===== config.mk =====
export PLATFORM = sky130hd
export DESIGN_NAME = base32_encoder_wrapped
export DESIGN_NICKNAME = d
export VERILOG_FILES = /design/src/rtl/b32e_pkg.sv /design/src/rtl/b32e_front.sv /design/src/rtl/b32e_fifo.sv /design/src/rtl/b32e_back.sv /design/src/rtl/base32_encoder_wrapped.sv
export SDC_FILE = /design/constraint.sdc
export NUM_CORES = 1
export LEC_CHECK = 0
export ABC_AREA = 1
export BUFFER_PORTS_ARGS = -buffer_cell sky130_fd_sc_hd__buf_2
export CAP_MARGIN = 5
export CELL_PAD_IN_SITES_DETAIL_PLACEMENT = 0
export CELL_PAD_IN_SITES_GLOBAL_PLACEMENT = 1
export CORE_ASPECT_RATIO = 1.5
export CORE_MARGIN = 8
export CORE_UTILIZATION = 44
export CTS_CLUSTER_SIZE = 16
export DETAILED_ROUTE_END_ITERATION = 8
export PLACE_DENSITY_LB_ADDON = 0.1
export SLEW_MARGIN = 0
export SYNTH_ARGS = -nofsm -noshare
export SYNTH_HDL_FRONTEND = slang
export SYNTH_SLANG_ARGS = --single-unit

===== constraint.sdc =====
create_clock -name clk -period 4 [get_ports clk]
set_input_delay 1 -clock clk [delete_from_list [all_inputs] [get_ports clk]]
set_output_delay 1 -clock clk [all_outputs]
set_load 0.005 [all_outputs]

===== src/rtl/b32e_pkg.sv =====
// b32e_pkg: shared types, constants and the character map of the base32 encoder
// used by b32e_front, b32e_fifo, b32e_back and base32_encoder_wrapped
`timescale 1ns / 1ps
`default_nettype none

package b32e_pkg;

  localparam int unsigned GroupBits = 40;
  localparam int unsigned WrapW     = 10;
  localparam int unsigned QueueAw   = 1;

  localparam logic [WrapW-1:0] WrapReset = 10'd76;

  localparam logic [7:0] PadChar     = 8'h3D;
  localparam logic [7:0] NewlineChar = 8'h0A;
  localparam logic [7:0] UpperA      = 8'h41;
  localparam logic [7:0] DigitTwo    = 8'h32;

  // one group handed from the front to the back
  typedef struct packed {
    logic [GroupBits-1:0] grp;
    logic [3:0]           nchars;
    logic                 last;
  } job_t;

  typedef enum logic [1:0] {
    ST_CHAR,
    ST_WRAP_NL,
    ST_END_NL
  } back_state_t;

  function automatic logic [7:0] b32_char(input logic [4:0] idx);
    logic [7:0] ch;
    if (idx < 5'd26) begin
      ch = UpperA + {3'd0, idx};
    end else begin
      ch = DigitTwo + {3'd0, idx - 5'd26};
    end
    return ch;
  endfunction

  function automatic logic [3:0] chars_for(input logic [2:0] held);
    logic [3:0] n;
    case (held)
      3'd0:    n = 4'd2;
      3'd1:    n = 4'd4;
      3'd2:    n = 4'd5;
      3'd3:    n = 4'd7;
      default: n = 4'd8;
    endcase
    return n;
  endfunction

endpackage

`default_nettype wire


===== src/rtl/b32e_front.sv =====
// b32e_front: takes bytes, gathers groups of up to five (fewer at end of data) and issues one job per group
// depends on b32e_pkg
`timescale 1ns / 1ps
`default_nettype none

module b32e_front (
  input  wire logic            clk,
  input  wire logic            rst_n,
  input  wire logic            in_valid,
  output logic                 in_ready,
  input  wire logic [7:0]      in_data_byte,
  input  wire logic            in_end_of_data,
  input  wire logic            q_full,
  output logic                 q_push,
  output b32e_pkg::job_t       q_job
);

  logic [7:0] gb_r [4];
  logic [2:0] cnt_r;
  logic [2:0] cnt_nxt;
  logic       accept;
  logic       complete;
  logic [7:0] g [5];

  assign in_ready = !q_full;
  assign accept   = in_valid && in_ready;
  assign complete = (cnt_r == 3'd4) || in_end_of_data;
  assign q_push   = accept && complete;

  always_comb begin
    for (int i = 0; i < 4; i++) begin
      if (3'(i) < cnt_r) begin
        g[i] = gb_r[i];
      end else if (3'(i) == cnt_r) begin
        g[i] = in_data_byte;
      end else begin
        g[i] = 8'd0;
      end
    end
    g[4] = (cnt_r == 3'd4) ? in_data_byte : 8'd0;
  end

  always_comb begin
    q_job.grp    = {g[0], g[1], g[2], g[3], g[4]};
    q_job.nchars = b32e_pkg::chars_for(cnt_r);
    q_job.last   = in_end_of_data;
  end

  always_comb begin
    cnt_nxt = cnt_r;
    if (accept) begin
      cnt_nxt = complete ? 3'd0 : cnt_r + 3'd1;
    end
  end

  always_ff @(posedge clk) begin
    if (!rst_n) begin
      cnt_r <= 3'd0;
    end else begin
      cnt_r <= cnt_nxt;
    end
  end

  always_ff @(posedge clk) begin
    if (accept && !complete) begin
      gb_r[cnt_r[1:0]] <= in_data_byte;
    end
  end

endmodule

`default_nettype wire


===== src/rtl/b32e_fifo.sv =====
// b32e_fifo: two-entry job queue between front and back
// depends on b32e_pkg
`timescale 1ns / 1ps
`default_nettype none

module b32e_fifo (
  input  wire logic            clk,
  input  wire logic            rst_n,
  input  wire logic            push,
  input  wire b32e_pkg::job_t  push_job,
  output logic                 full,
  input  wire logic            pop,
  output logic                 nonempty,
  output b32e_pkg::job_t       head_job
);

  localparam int unsigned Depth = 2 ** b32e_pkg::QueueAw;

  b32e_pkg::job_t                mem_r [Depth];
  logic [b32e_pkg::QueueAw-1:0]  wp_r;
  logic [b32e_pkg::QueueAw-1:0]  rp_r;
  logic [b32e_pkg::QueueAw:0]    cnt_r;
  logic [b32e_pkg::QueueAw:0]    cnt_nxt;
  logic                          do_push;
  logic                          do_pop;

  assign full     = (cnt_r == (b32e_pkg::QueueAw + 1)'(Depth));
  assign nonempty = (cnt_r != '0);
  assign head_job = mem_r[rp_r];
  assign do_push  = push && !full;
  assign do_pop   = pop && nonempty;

  always_comb begin
    cnt_nxt = cnt_r;
    if (do_push && !do_pop) begin
      cnt_nxt = cnt_r + 1'b1;
    end else if (do_pop && !do_push) begin
      cnt_nxt = cnt_r - 1'b1;
    end
  end

  always_ff @(posedge clk) begin
    if (!rst_n) begin
      wp_r  <= '0;
      rp_r  <= '0;
      cnt_r <= '0;
    end else begin
      cnt_r <= cnt_nxt;
      if (do_push) begin
        wp_r <= wp_r + 1'b1;
      end
      if (do_pop) begin
        rp_r <= rp_r + 1'b1;
      end
    end
  end

  always_ff @(posedge clk) begin
    if (do_push) begin
      mem_r[wp_r] <= push_job;
    end
  end

endmodule

`default_nettype wire


===== src/rtl/b32e_back.sv =====
// b32e_back: turns one job into characters, padding and newlines, one per cycle unless the output stalls
// depends on b32e_pkg; holds the wrap register and the column counter
`timescale 1ns / 1ps
`default_nettype none

module b32e_back (
  input  wire logic                          clk,
  input  wire logic                          rst_n,
  input  wire logic                          cfg_wr_en,
  input  wire logic [b32e_pkg::WrapW-1:0]    cfg_wr_data,
  input  wire logic                          job_valid,
  input  wire b32e_pkg::job_t                job,
  output logic                               job_pop,
  output logic                               out_valid,
  input  wire logic                          out_ready,
  output logic [7:0]                         out_char,
  output logic                               out_last_of_run
);

  logic [b32e_pkg::WrapW-1:0] wrap_r;
  logic [b32e_pkg::WrapW-1:0] col_r;
  logic [b32e_pkg::WrapW-1:0] col_nxt;
  logic [b32e_pkg::WrapW-1:0] col_inc;
  logic [b32e_pkg::WrapW-1:0] col_after;
  logic [2:0]                 idx_r;
  logic [2:0]                 idx_nxt;
  b32e_pkg::back_state_t      st_r;
  b32e_pkg::back_state_t      st_nxt;
  logic                       ovalid_r;
  logic [7:0]                 ochar_r;
  logic                       olast_r;
  logic                       fire;
  logic                       wrap_on;
  logic                       wrap_hit;
  logic [4:0]                 sym;
  logic [7:0]                 ch;
  logic                       is_last;

  assign out_valid       = ovalid_r;
  assign out_char        = ochar_r;
  assign out_last_of_run = olast_r;

  assign fire      = job_valid && (!ovalid_r || out_ready);
  assign wrap_on   = (wrap_r != '0);
  assign col_inc   = col_r + 1'b1;
  assign wrap_hit  = wrap_on && (col_inc >= wrap_r);
  assign col_after = wrap_on ? col_inc : col_r;

  always_comb begin
    case (idx_r)
      3'd0:    sym = job.grp[39:35];
      3'd1:    sym = job.grp[34:30];
      3'd2:    sym = job.grp[29:25];
      3'd3:    sym = job.grp[24:20];
      3'd4:    sym = job.grp[19:15];
      3'd5:    sym = job.grp[14:10];
      3'd6:    sym = job.grp[9:5];
      default: sym = job.grp[4:0];
    endcase
  end

  always_comb begin
    st_nxt  = st_r;
    idx_nxt = idx_r;
    col_nxt = col_r;
    is_last = 1'b0;
    ch      = b32e_pkg::NewlineChar;
    case (st_r)
      b32e_pkg::ST_CHAR: begin
        ch = ({1'b0, idx_r} < job.nchars) ? b32e_pkg::b32_char(sym) : b32e_pkg::PadChar;
        if (wrap_hit) begin
          col_nxt = '0;
          st_nxt  = b32e_pkg::ST_WRAP_NL;
        end else if (idx_r == 3'd7) begin
          if (job.last && (!wrap_on || col_after != '0)) begin
            col_nxt = col_after;
            st_nxt  = b32e_pkg::ST_END_NL;
          end else begin
            is_last = 1'b1;
            col_nxt = job.last ? '0 : col_after;
            idx_nxt = 3'd0;
          end
        end else begin
          col_nxt = col_after;
          idx_nxt = idx_r + 3'd1;
        end
      end
      b32e_pkg::ST_WRAP_NL: begin
        col_nxt = '0;
        st_nxt  = b32e_pkg::ST_CHAR;
        if (idx_r == 3'd7) begin
          is_last = 1'b1;
          idx_nxt = 3'd0;
        end else begin
          idx_nxt = idx_r + 3'd1;
        end
      end
      b32e_pkg::ST_END_NL: begin
        col_nxt = '0;
        is_last = 1'b1;
        idx_nxt = 3'd0;
        st_nxt  = b32e_pkg::ST_CHAR;
      end
      default: begin
        st_nxt  = b32e_pkg::ST_CHAR;
        idx_nxt = 3'd0;
      end
    endcase
  end

  assign job_pop = fire && is_last;

  always_ff @(posedge clk) begin
    if (!rst_n) begin
      wrap_r   <= b32e_pkg::WrapReset;
      col_r    <= '0;
      idx_r    <= 3'd0;
      st_r     <= b32e_pkg::ST_CHAR;
      ovalid_r <= 1'b0;
    end else begin
      if (cfg_wr_en) begin
        wrap_r <= cfg_wr_data;
      end
      if (fire) begin
        col_r    <= col_nxt;
        idx_r    <= idx_nxt;
        st_r     <= st_nxt;
        ovalid_r <= 1'b1;
      end else if (out_ready) begin
        ovalid_r <= 1'b0;
      end
    end
  end

  always_ff @(posedge clk) begin
    if (fire) begin
      ochar_r <= ch;
      olast_r <= is_last;
    end
  end

endmodule

`default_nettype wire


===== src/rtl/base32_encoder_wrapped.sv =====
// base32_encoder_wrapped: base32 encoder with line wrapping, top level
// depends on b32e_pkg, b32e_front, b32e_fifo, b32e_back
//
//   port group   direction  handshake          payload
//   in_          in         in_valid/in_ready  in_data_byte[7:0], in_end_of_data
//   out_         out        out_valid/out_ready out_char[7:0], out_last_of_run
//   cfg_         in         cfg_wr_en          cfg_wr_data[9:0] (wrap width)
//
// one byte is taken per cycle while the two-entry job queue has room
// the back end sends one character per cycle while a job is queued and the output
// is not stalled; a group of five bytes gives eight characters plus a newline at
// each wrap, and a final group ends with a newline unless a wrap newline just did
// out_ready low stalls the back end; the queue then fills and drops in_ready
// rst_n is synchronous; it sets the wrap width to 76 and empties all state
`timescale 1ns / 1ps
`default_nettype none

module base32_encoder_wrapped (
  input  wire logic                        clk,
  input  wire logic                        rst_n,
  input  wire logic                        in_valid,
  output logic                             in_ready,
  input  wire logic [7:0]                  in_data_byte,
  input  wire logic                        in_end_of_data,
  output logic                             out_valid,
  input  wire logic                        out_ready,
  output logic [7:0]                       out_char,
  output logic                             out_last_of_run,
  input  wire logic                        cfg_wr_en,
  input  wire logic [b32e_pkg::WrapW-1:0]  cfg_wr_data
);

  b32e_pkg::job_t push_job;
  b32e_pkg::job_t head_job;
  logic           q_push;
  logic           q_full;
  logic           q_pop;
  logic           q_nonempty;

  b32e_front u_front (
    .clk            (clk),
    .rst_n          (rst_n),
    .in_valid       (in_valid),
    .in_ready       (in_ready),
    .in_data_byte   (in_data_byte),
    .in_end_of_data (in_end_of_data),
    .q_full         (q_full),
    .q_push         (q_push),
    .q_job          (push_job)
  );

  b32e_fifo u_fifo (
    .clk      (clk),
    .rst_n    (rst_n),
    .push     (q_push),
    .push_job (push_job),
    .full     (q_full),
    .pop      (q_pop),
    .nonempty (q_nonempty),
    .head_job (head_job)
  );

  b32e_back u_back (
    .clk             (clk),
    .rst_n           (rst_n),
    .cfg_wr_en       (cfg_wr_en),
    .cfg_wr_data     (cfg_wr_data),
    .job_valid       (q_nonempty),
    .job             (head_job),
    .job_pop         (q_pop),
    .out_valid       (out_valid),
    .out_ready       (out_ready),
    .out_char        (out_char),
    .out_last_of_run (out_last_of_run)
  );

endmodule

`default_nettype wire


## After elaboration in Yosys (flattened, before gate mapping)

Memories as Yosys holds them, arrays and structs flattened. A register that Yosys moved wholly into a read port is not among the register bits.
Index checks and enable logic that the tools add are counted.

| storage, ports and cells | value |
|---|---|
| input port bits | 24 |
| bits in writable memories | 122 |
| word-level logic and storage cells | 130 |
| output and inout port bits | 11 |
| register bits | 42 |
| memories | 2 |

Memories:

| name | words | bits a word | read ports | clocked after memory_dff | wr ports | line | RTL |
|---|---|---|---|---|---|---|---|
| u_fifo.mem_r | 2 | 45 | 1 | 1 | 1 | b32e_fifo.sv:19 | `b32e_pkg::job_t mem_r [Depth];` |
| u_front.gb_r | 4 | 8 | 4 | 0 | 1 | b32e_front.sv:18 | `logic [7:0] gb_r [4];` |

| operators by class | value |
|---|---|
| $add $sub $neg | 10 |
| reductions and logical operators | 34 |
| eq/ne operators | 21 |
| muxes and demuxes | 44 |
| magnitude comparators | 7 |

Operators by type and width:

| operator | count |
|---|---|
| $mux W8 | 10 |
| $mux W10 | 5 |
| $pmux W5 S7 | 1 |
| $pmux W10 S2 | 1 |
| $reduce_bool A10 Y1 | 2 |
| $pmux W4 S4 | 1 |
| $eq A3 B3 Y1 const B | 5 |
| $mux W3 | 5 |
| $eq A3 B2 Y1 const B | 4 |
| $mux W1 | 12 |
| $mux W2 | 6 |
| $logic_and A1 B1 Y1 | 11 |
| $add A10 B1 Y10 const B | 1 |
| $ge A10 B10 Y1 | 1 |
| $add A7 B5 Y8 const A | 1 |
| $reduce_bool A2 Y1 | 4 |
| $add A6 B5 Y7 const A | 1 |
| $add A3 B1 Y3 const B | 2 |
| $eq A2 B3 Y1 const A | 2 |
| $eq A3 B1 Y1 const B | 2 |
| $logic_not A1 Y1 | 6 |
| $logic_not A3 Y1 | 2 |
| $lt A1 B3 Y1 const A | 2 |
| $lt A2 B3 Y1 const A | 2 |
| 20 further kinds | 27 |

## Logic depth before layout (Yosys ltp)

Gate-level depths: netlist of the first run.

| logic depth | value |
|---|---|
| depth after elaboration | 14 |
| depth in mapped cells | 22 |
| depth with buffers taken out | 22 |

## By module

From an unflattened synthesis of the first run, not the netlist that was laid out.

| unflattened totals | value |
|---|---|
| cells, all modules | 779 |
| area, all modules | 8,285.4 sq um |

Modules (own cells, without submodules):

| module | cells each | sequential area each (sq um) | times used | area an instance (sq um) |
|---|---|---|---|---|
| b32e_fifo | 177 | 2,802.7 | 1 | 3,696.0 |
| b32e_back | 413 | 760.7 | 1 | 2,743.9 |
| b32e_front | 189 | 1,021.0 | 1 | 1,845.5 |

## Worst setup path after synthesis of the first run

No wires, ideal clock.

| timing path | value |
|---|---|
| path kind | input -> register |
| from | input port in_valid |
| to | memory u_fifo.mem_r[1][0] (netlist name) (enable) |
| arrival | 3.243 ns |
| setup time | 0.449 ns |
| data required time | 3.551 ns |
| stages on the path | 4 |
| path buffers | 0 |
| slack | 0.308 ns |
| path through | nand2_1 -> nor2_1 -> inv_1 -> nor2_1 |

| between the ends | value |
|---|---|
| word-level cells in the longest chain between the ends | 5 |

Ends and longest elaborated chain:

| what | line | RTL |
|---|---|---|
| from (decl) | base32_encoder_wrapped.sv:21 | `input wire logic in_valid,` |
| $logic_and A1 B1 Y1 | b32e_front.sv:26 | `assign accept = in_valid && in_ready;` |
| $logic_and A1 B1 Y1 | b32e_front.sv:28 | `assign q_push = accept && complete;` |
| $logic_and A1 B1 Y1 | b32e_fifo.sv:30 | `assign do_push = push && !full;` |
| named net u_fifo.do_push | b32e_fifo.sv:24 | `logic do_push;` |
| $mux W1 | b32e_fifo.sv:59 | `if (do_push) begin` |
| $mux W1 (implied by the code) | b32e_fifo.sv:60 | `mem_r[wp_r] <= push_job;` |
| to (decl) | b32e_fifo.sv:19 |  |

The timed path passes the listed nets, and every way through them passes these cells.

## Worst setup path in the final report of the first run

| timing path | value |
|---|---|
| from | register u_back.col_r[0] (netlist name) |
| to | register u_fifo.cnt_r[1] (netlist name) |

| between the ends | value |
|---|---|
| word-level cells in the longest chain between the ends | 14 |
| elaborated cells between the ends (all ways) | 18 |
| classes of those cells | add/sub (1); order compare (1); mux (6); reduce/logical (10) |

Ends and longest elaborated chain:

| what | line | RTL |
|---|---|---|
| from (decl) | b32e_back.sv:21 | `logic [b32e_pkg::WrapW-1:0] col_r;` |
| from (signal assigned) | b32e_back.sv:125 | `col_r <= col_nxt;` |
| $add A10 B1 Y10 | b32e_back.sv:45 | `assign col_inc = col_r + 1'b1;` |
| $mux W10 | b32e_back.sv:47 | `assign col_after = wrap_on ? col_inc : col_r;` |
| $reduce_bool A10 Y1 | b32e_back.sv:75 | `if (job.last && (!wrap_on \|\| col_after != '0)) begin` |
| $logic_or A1 B1 Y1 | b32e_back.sv:75 |  |
| $logic_and A1 B1 Y1 | b32e_back.sv:75 |  |
| $mux W1 | b32e_back.sv:75 |  |
| $mux W1 | b32e_back.sv:74 | `end else if (idx_r == 3'd7) begin` |
| $mux W1 (*) | b32e_back.sv:71 | `if (wrap_hit) begin` |
| $pmux W1 S3 (*) | b32e_back.sv:68 | `case (st_r)` |
| $logic_and A1 B1 Y1 (*) | b32e_back.sv:111 | `assign job_pop = fire && is_last;` |
| $logic_and A1 B1 Y1 (*) | b32e_fifo.sv:31 | `assign do_pop = pop && nonempty;` |
| $logic_not A1 Y1 | b32e_fifo.sv:35 | `if (do_push && !do_pop) begin` |
| $logic_and A1 B1 Y1 | b32e_fifo.sv:35 |  |
| $mux W2 / $reduce_bool A2 Y1 (equally long branches) | -- |  |
| to (signal assigned) | b32e_fifo.sv:48 | `cnt_r <= cnt_nxt;` |
| to (decl) | b32e_fifo.sv:22 | `logic [b32e_pkg::QueueAw:0] cnt_r;` |

Mark *: on every way between the ends. The rest lies on a longest branch, timed or not.
A chain may end at the register's enable or synchronous reset.

==> reports/metrics.yaml, run 1 <==
status: "finished clean"
ys.flop_type: "edfxtp_1"
h-tree-depth: 4
yosys_warnings: 0
yosys.area_share.adder_pct: 4.998
drive_gt1_share_pct: 12.17
yosysMostFrequentCell: "nand2_1"
cts_sinks: 164
synth_cells: 812
synth_seq_area_share_pct: 59.07
synth_largest_area_cell: "edfxtp_1"
syn_area_sq_um: 7761
arrival_ns: 3.55
grt_first_pass_wirelength_um: 29540
yosysUniqueCellTypes: 37
power.leakage_uw: 0.003491
gr-usage-all-layers_pct: 17.05
synth-edff-count: 130
timing.rr.end: "u_fifo.cnt_r[1]"
peakVddDrop_v: 0.0002654
syn_to_final_growth_pct: 12.70
clk_path_buf_depth: 2
reg2reg_from: "u_back.col_r[0]"
hold_path_depth: 2
port_buffers: 33
cts_setup_buffers: 0
numCtsBuffers: 17
async_flop_share_pct: 0
grt_setup_unrepaired: "no"
min_period_ns: 3.255
die_w_um: 124.4
worstSetupEndpointType: "flip-flop"
synth_compound_gate_area_share_pct: 10.27
synthXorXnorAreaFrac_pct: 0
via_per_inst: 5.101
power.density_nw_per_um2: 481.4
synth_top_area_share_pct: 50.30
ant_nets: 0
start_kind: "flip-flop"
hp-class: "reg -> reg"
hold_buffers: 0
skew_ns: 0.009813
drt-initial-drc-count: 350
utilization_pct: 50.42
hold_viol_final: 0
routedWlPerCell_um: 17.18
ctsResizeCount: 0
route.detailed.drc: 0
ys_top_cells_by_area: "edfxtp_1 (50%), nand2_1 (9.0%), dfxtp_1 (8.8%), ha_1 (5.0%), o21ai_0 (4.8%)"
clock_latency_ns: 0.42
fp.dieH_um: 178.7
overflow: 0
hold_start: "u_back.col_r[9]"
slew_headroom_pct: 50.20
criticalPathCategory: "reg -> reg"
max_slew.worst_pin.slew_ns: 0.7443
finalCritPeriodShare_pct: 81.37
drv_cap: 0
whs_endpoint: "u_back.col_r[9]"
gp_congestion: 0.8835
finalNetCount: 905
ff2ff_setup_slack_ns: 0.75
synth_top_family_by_area: "simple AND/OR/NAND/NOR gates"
cts_tree: "yes"
cp_max_fo: 6
dieArea_sq_um: 22230
vias: 5489
syn_avg_cell_area_sq_um: 9.558
fillers: 1606
fin_tns_setup_ns: 0
start_util_pct: 44.74
cts_root_buf: "clkbuf_16"
setup_violations: 0
io_pins: 35
dpl.hpwl_um: 14030
grt_pass1_vias: 5623
synth.ff_latch_count: 164
synth_simple_gate_area_share_pct: 19.75
worstRegToRegCells: 22
required_ns: 4.30
clk_pin_slew_ns: 0.06
core.rowCount: 59
synth_common_cells: "nand2_1 (186), edfxtp_1 (130), nor2_1 (93), inv_1 (81), o21ai_0 (75)"
antenna_cells: 0
synthMuxAreaShare_pct: 0.2579
drt_first_pass_iters: 5
fp.coreArea_sq_um: 17350
fmax_ghz: 0.3073
wirelength_um: 18480
final_max_slew_viol_count: 0
antenna_found_initial: 0
grt_max_degree: 47
synth.net_count: 867
==> cell usage in the layout (no fill, tap or decap), drive strengths merged <==
cell and count:
a21boi 1, clkinvlp 1, o21a 1, dfxtp 34, o211ai 4, buf 38
clkbuf 20, o21ai 80, ha 31, nor3 9, clkinv 4, nand3 43
conb 1, nor4 2, bufinv 3, nor2 103, o21bai 1, o22ai 2
inv 89, o2111ai 1, mux2i 2, a21oi 57, edfxtp 130, nand4 7
nand2 195, or2 2, o32ai 2
==> critical path: stages (launching register included) <==
cell and delay [ns]:
dfxtp_1 0.43, ha_1 0.21, nand2_2 0.11, nor2_2 0.14
nand2_1 0.07, nand2_1 0.07, nand2_2 0.06, ha_1 0.29
nand2_1 0.09, nor2_1 0.06, o211ai_1 0.08, nand4_1 0.10
nand2_1 0.15, inv_1 0.11, nor2_1 0.12, nand2_2 0.07
nand2_2 0.06, nand3_2 0.07, ha_1 0.33, a21oi_1 0.11
o21ai_0 0.12, o21ai_0 0.22, a21oi_1 0.06
==> worst max-delay path by stage <==
stage | to | from | slack, ns | cells after the start
floorplan | u_fifo.mem_r[1][0] | in_valid | 0.31 | 4
global placement | u_fifo.cnt_r[1] | u_back.col_r[0] | 0.88 | 22
detailed placement | u_fifo.cnt_r[1] | u_back.col_r[0] | 0.82 | 22
CTS | u_fifo.cnt_r[1] | u_back.col_r[0] | 0.73 | 22
global route | u_fifo.cnt_r[1] | u_back.col_r[0] | 0.30 | 22
finish | u_fifo.cnt_r[1] | u_back.col_r[0] | 0.75 | 22
==> cell families after synthesis <==
| kind of cell | Yosys count |
|---|---|
| and+or+nand+nor | 361 |
| DFF | 164 |
| AOI/OAI and AO/OA | 149 |
| buffers and inverters | 104 |
| adders and majority gates | 31 |
| muxes | 2 |
| other | 1 |
==> layer usage <==
metal  share of wire (%)  global-route usage [%]
met5                   0                       0
met4                 4.3                   10.13
met3                 2.3                   2.930
met2                  57                   33.48
met1                  36                   16.23
==> where the power goes <==
group	switching [uW]	leakage (uW)	internal, uW	total (uW)
registers	36.1	0.00148	1950	1980
clock network	669	0.000298	1010	1680
logic	372	0.00172	176	547
==> through the flow <==
stage	worst slack, ns	cell area, sq um	power, uW	std cells	hold slack [ns]
after floorplan	0.3081	7761	2383	812	0.4541
after global placement	0.8786	8133	2565	1044	0.4827
after detailed placement	0.8248	8133	2576	1044	0.4930
after CTS	0.7291	8747	4261	1076	0.5029
after global routing	0.3004	8747	4404	1076	0.5180
final	0.7454	8747	4211	1076	0.5022
==> flip-flops by register name, summed over array words and instances (netlist names), named ones only <==
register,cells
u_back.col_r,10
u_fifo.rp_r,1
u_fifo.wp_r,1
u_back.wrap_r,10
u_front.cnt_r,3
u_fifo.cnt_r,2
u_back.out_last_of_run,1
u_back.idx_r,3
u_front.gb_r,32
u_fifo.mem_r,90
u_back.out_valid,1
u_back.st_r,2
u_back.out_char,7
==> cell type report <==
type                            instances  area [sq um]  area share, %
Clock buffer                           20         446.7          5.107
Clock inverter                         12         167.7          1.917
Inverter                               85         322.8          3.690
Tap cell                              213         266.5          3.047
Multi-Input combinational cell        544          2756          31.51
Sequential cell                       164          4584          52.41
Timing Repair Buffer                   38         202.7          2.317
Power figures use the tool's default switching activity.
==> inputs of run 2 (changes only) <==
==> constraint.sdc (replaced) <==
create_clock -name clk -period 2.9 [get_ports clk]
set_input_delay 0.725 -clock clk [delete_from_list [all_inputs] [get_ports clk]]
set_output_delay 0.725 -clock clk [all_outputs]
set_load 0.005 [all_outputs]
==> run 2 against run 1 <==
Die area did not move. Critical path depth fell by 7. Clock-buffer cell count fell by 1. Final cell count rose by 3.0%. Routed wire length rose by 4.8%. Clock skew rose by 0.0035 ns.
==> reports/metrics.yaml, run 2 (synthesized netlist as in run 1, its figures left out) <==
worstSetupEndpointType: "flip-flop"
grt_max_degree: 47  # unchanged
min_period_ns: 2.754  # -0.5004 ns
slew_headroom_pct: 55.81  # +5.6 points
clock_latency_ns: 0.43  # about the same
dp_cells: 1074  # +2.9%
io_pins: 35  # unchanged
required_ns: 3.07  # -1.23 ns
ff2ff_setup_slack_ns: 0.15  # -0.60 ns
antenna_found_initial: 0  # unchanged
cpMostUsedCell: "nor2_1"
fin_tns_setup_ns: 0  # unchanged
largest_reg_flops: 90  # unchanged
overflow: 0  # unchanged
syn_to_final_growth_pct: 17.28
swShare_pct: 26.45  # +0.87 points
grt_setup_unrepaired: "yes"
cp_max_fo: 6  # unchanged
arrival_ns: 2.92  # -0.63 ns
vias: 5749  # +4.7%
final_cell_mix: "nand2_1 (182), edfxtp_1 (130), nor2_1 (88)"
crit_path_top_delay_cell: "dfxtp_1"
hold_viol_final: 0  # unchanged
drv_cap: 0  # unchanged
fp.dieH_um: 178.7  # unchanged
ant_nets: 0  # unchanged
hold_buffers: 0  # unchanged
routedWlPerCell_um: 17.49  # +1.8%
cts_tree: "yes"
cp_num_buf_inv: 1  # unchanged
status: "finished clean"
criticalPathCategory: "reg -> reg"
cts_sinks: 164  # unchanged
antenna_cells: 0  # unchanged
fp.coreArea_sq_um: 17350  # unchanged
hold_path_depth: 2  # unchanged
largest_register: "u_fifo.mem_r"
combPwrFrac_pct: 14.4  # +1.4 points
hp-class: "reg -> reg"
die_w_um: 124.4  # unchanged
drive_gt1_share_pct: 17.65  # +5.5 points
sequentialPowerShare_pct: 47.2  # about the same
drt_first_pass_iters: 4  # -1
seqCellArea_sq_um: 4601  # +0.35%
dpl.hpwl_um: 14610  # +4.1%
cts_root_buf: "clkbuf_16"
via_per_inst: 5.189  # +1.7%
setup_violations: 0  # unchanged
peakVddDrop_v: 0.0004449  # +68%
port_buffers: 33  # unchanged
layout_commonest_cell: "nand2_1"
start_util_pct: 44.74  # unchanged
start_kind: "flip-flop"
slowest_delay_ns: 0.36  # -0.07 ns
multi_input_area_sq_um: 2864  # +3.9%
finalNetCount: 937  # +3.5%
crit_chain: "ha_1, ha_1, nor2_1, nand3_1, inv_2, nor2_1, o2111ai_1, nand2_1, ha_1, nor2_1, nand2_2, nand2_1, nand2_1, a21oi_2, nor2_1"
core.rowCount: 59  # unchanged
p_int_uw: 4248  # +36%
fillers: 1608  # +0.12%
numCtsBuffers: 17  # unchanged
power.leakage_uw: 0.003670  # +5.1%
drt-initial-drc-count: 286  # -18%
clk_path_buf_depth: 2  # unchanged
worst-path-stages: 15  # -32%
grt_pass1_vias: 5743  # +2.1%
route.detailed.drc: 0  # unchanged
skew_ns: 0.01335  # +0.003538 ns
final_max_slew_viol_count: 0  # unchanged
path_delay_family: "simple AND/OR/NAND/NOR gates"
p_sw_uw: 1528  # +42%
grt_first_pass_wirelength_um: 29770  # +0.80%
wirelength_um: 19380  # +4.8%
gr-usage-all-layers_pct: 17.28  # +0.23 points
clk_pin_slew_ns: 0.06  # about the same
finalNonFillerCells: 1108  # +3.0%
max_slew.worst_pin.slew_ns: 0.6621  # -0.08219 ns
power.density_nw_per_um2: 634.6  # +32%
h-tree-depth: 4  # unchanged
worstRegToRegCells: 15  # -32%
finalCritPeriodShare_pct: 94.98  # +14 points
gp_congestion: 0.8508  # -3.7%
utilization_pct: 52.47  # +2.0 points
power.share.clock_pct: 38.4  # -1.5 points
dieArea_sq_um: 22230  # unchanged
fmax_ghz: 0.3631  # +18%
-- run 2: cell count changes in the layout (fill, tap and decap cells not counted), moves of 3 or more --
cell / before / now
buf_4: 5 / 35
nand2_1: 186 / 182
nand2_2: 9 / 12
dfxtp_1: 34 / 27
o21ai_1: 5 / 9
ha_1: 31 / 27
dfxtp_2: 0 / 4
o21ai_0: 75 / 71
nor2_1: 91 / 88
dfxtp_4: 0 / 3
ha_4: 0 / 4
-- run 2: layout make-up --
cell class	count	area share, %
repair buffers	70	5.141
clock inverters	13	1.622
inverters	85	3.546
clock buffers	19	4.756
flip-flops and latches	164	50.54
well taps	213	2.928
multi-input cells	544	31.46
-- run 2: worst paths after layout --
kind | start | to
max reg2reg | u_back.idx_r[0] | u_back.out_char[4]
max | u_back.idx_r[0] | u_back.out_char[4]
min reg2reg | u_back.col_r[7] | u_back.col_r[7]
min | u_back.col_r[7] | u_back.col_r[7]
-- run 2: metal layers --
metal | track usage (%) | vias to the layer above | part of all wire, %
li1 | - | 2882 | -
met1 | 16.20 | 2747 | 37
met2 | 35.47 | 95 | 60
met3 | 2.989 | 25 | 2.0
met4 | 7.406 | 0 | 1.9
met5 | 0 | - | 0
-- run 2: power by group through the flow --
| stage | clock network (uW) | registers, uW | logic [uW] |
|---|---|---|---|
| 4_1_cts | 2260 | 2720 | 835 |
| 3_3_place_gp | 0 | 2770 | 805 |
| 6_report | 2220 | 2730 | 832 |
| 5_1_grt | 2340 | 2730 | 935 |
| 2_1_floorplan | 0 | 2780 | 511 |
| 3_5_place_dp | 0 | 2770 | 827 |
-- run 2: what timing repair did --
action | 4_1_cts | 5_1_grt
pin swaps | 0 | 13
resized for setup | 7 | 28
setup buffers | 0 | 2
setup endpoints to repair | 2 | 3
-- run 2: through the flow --
stage                     cell area (sq um)  power, uW  setup WS, ns  hold slack [ns]
after global routing                   9102       6014      -0.05351           0.5104
after CTS                              8980       5818     0.0001328           0.4870
final                                  9102       5776        0.1457           0.4885
after global placement                 8383       3575     -0.005118           0.4763
after floorplan                        7766       3286      -0.02268           0.4541
after detailed placement               8383       3602      -0.07646           0.4777
-- run 2: worst reg2reg max path: cells and delay by family (launching register included) --
family	cells	cell delay, ns
AOI/OAI and AO/OA	2	0.24
adders and majority gates	3	0.75
DFF	1	0.36
and+or+nand+nor	9	1.00
buffers and inverters	1	0.15
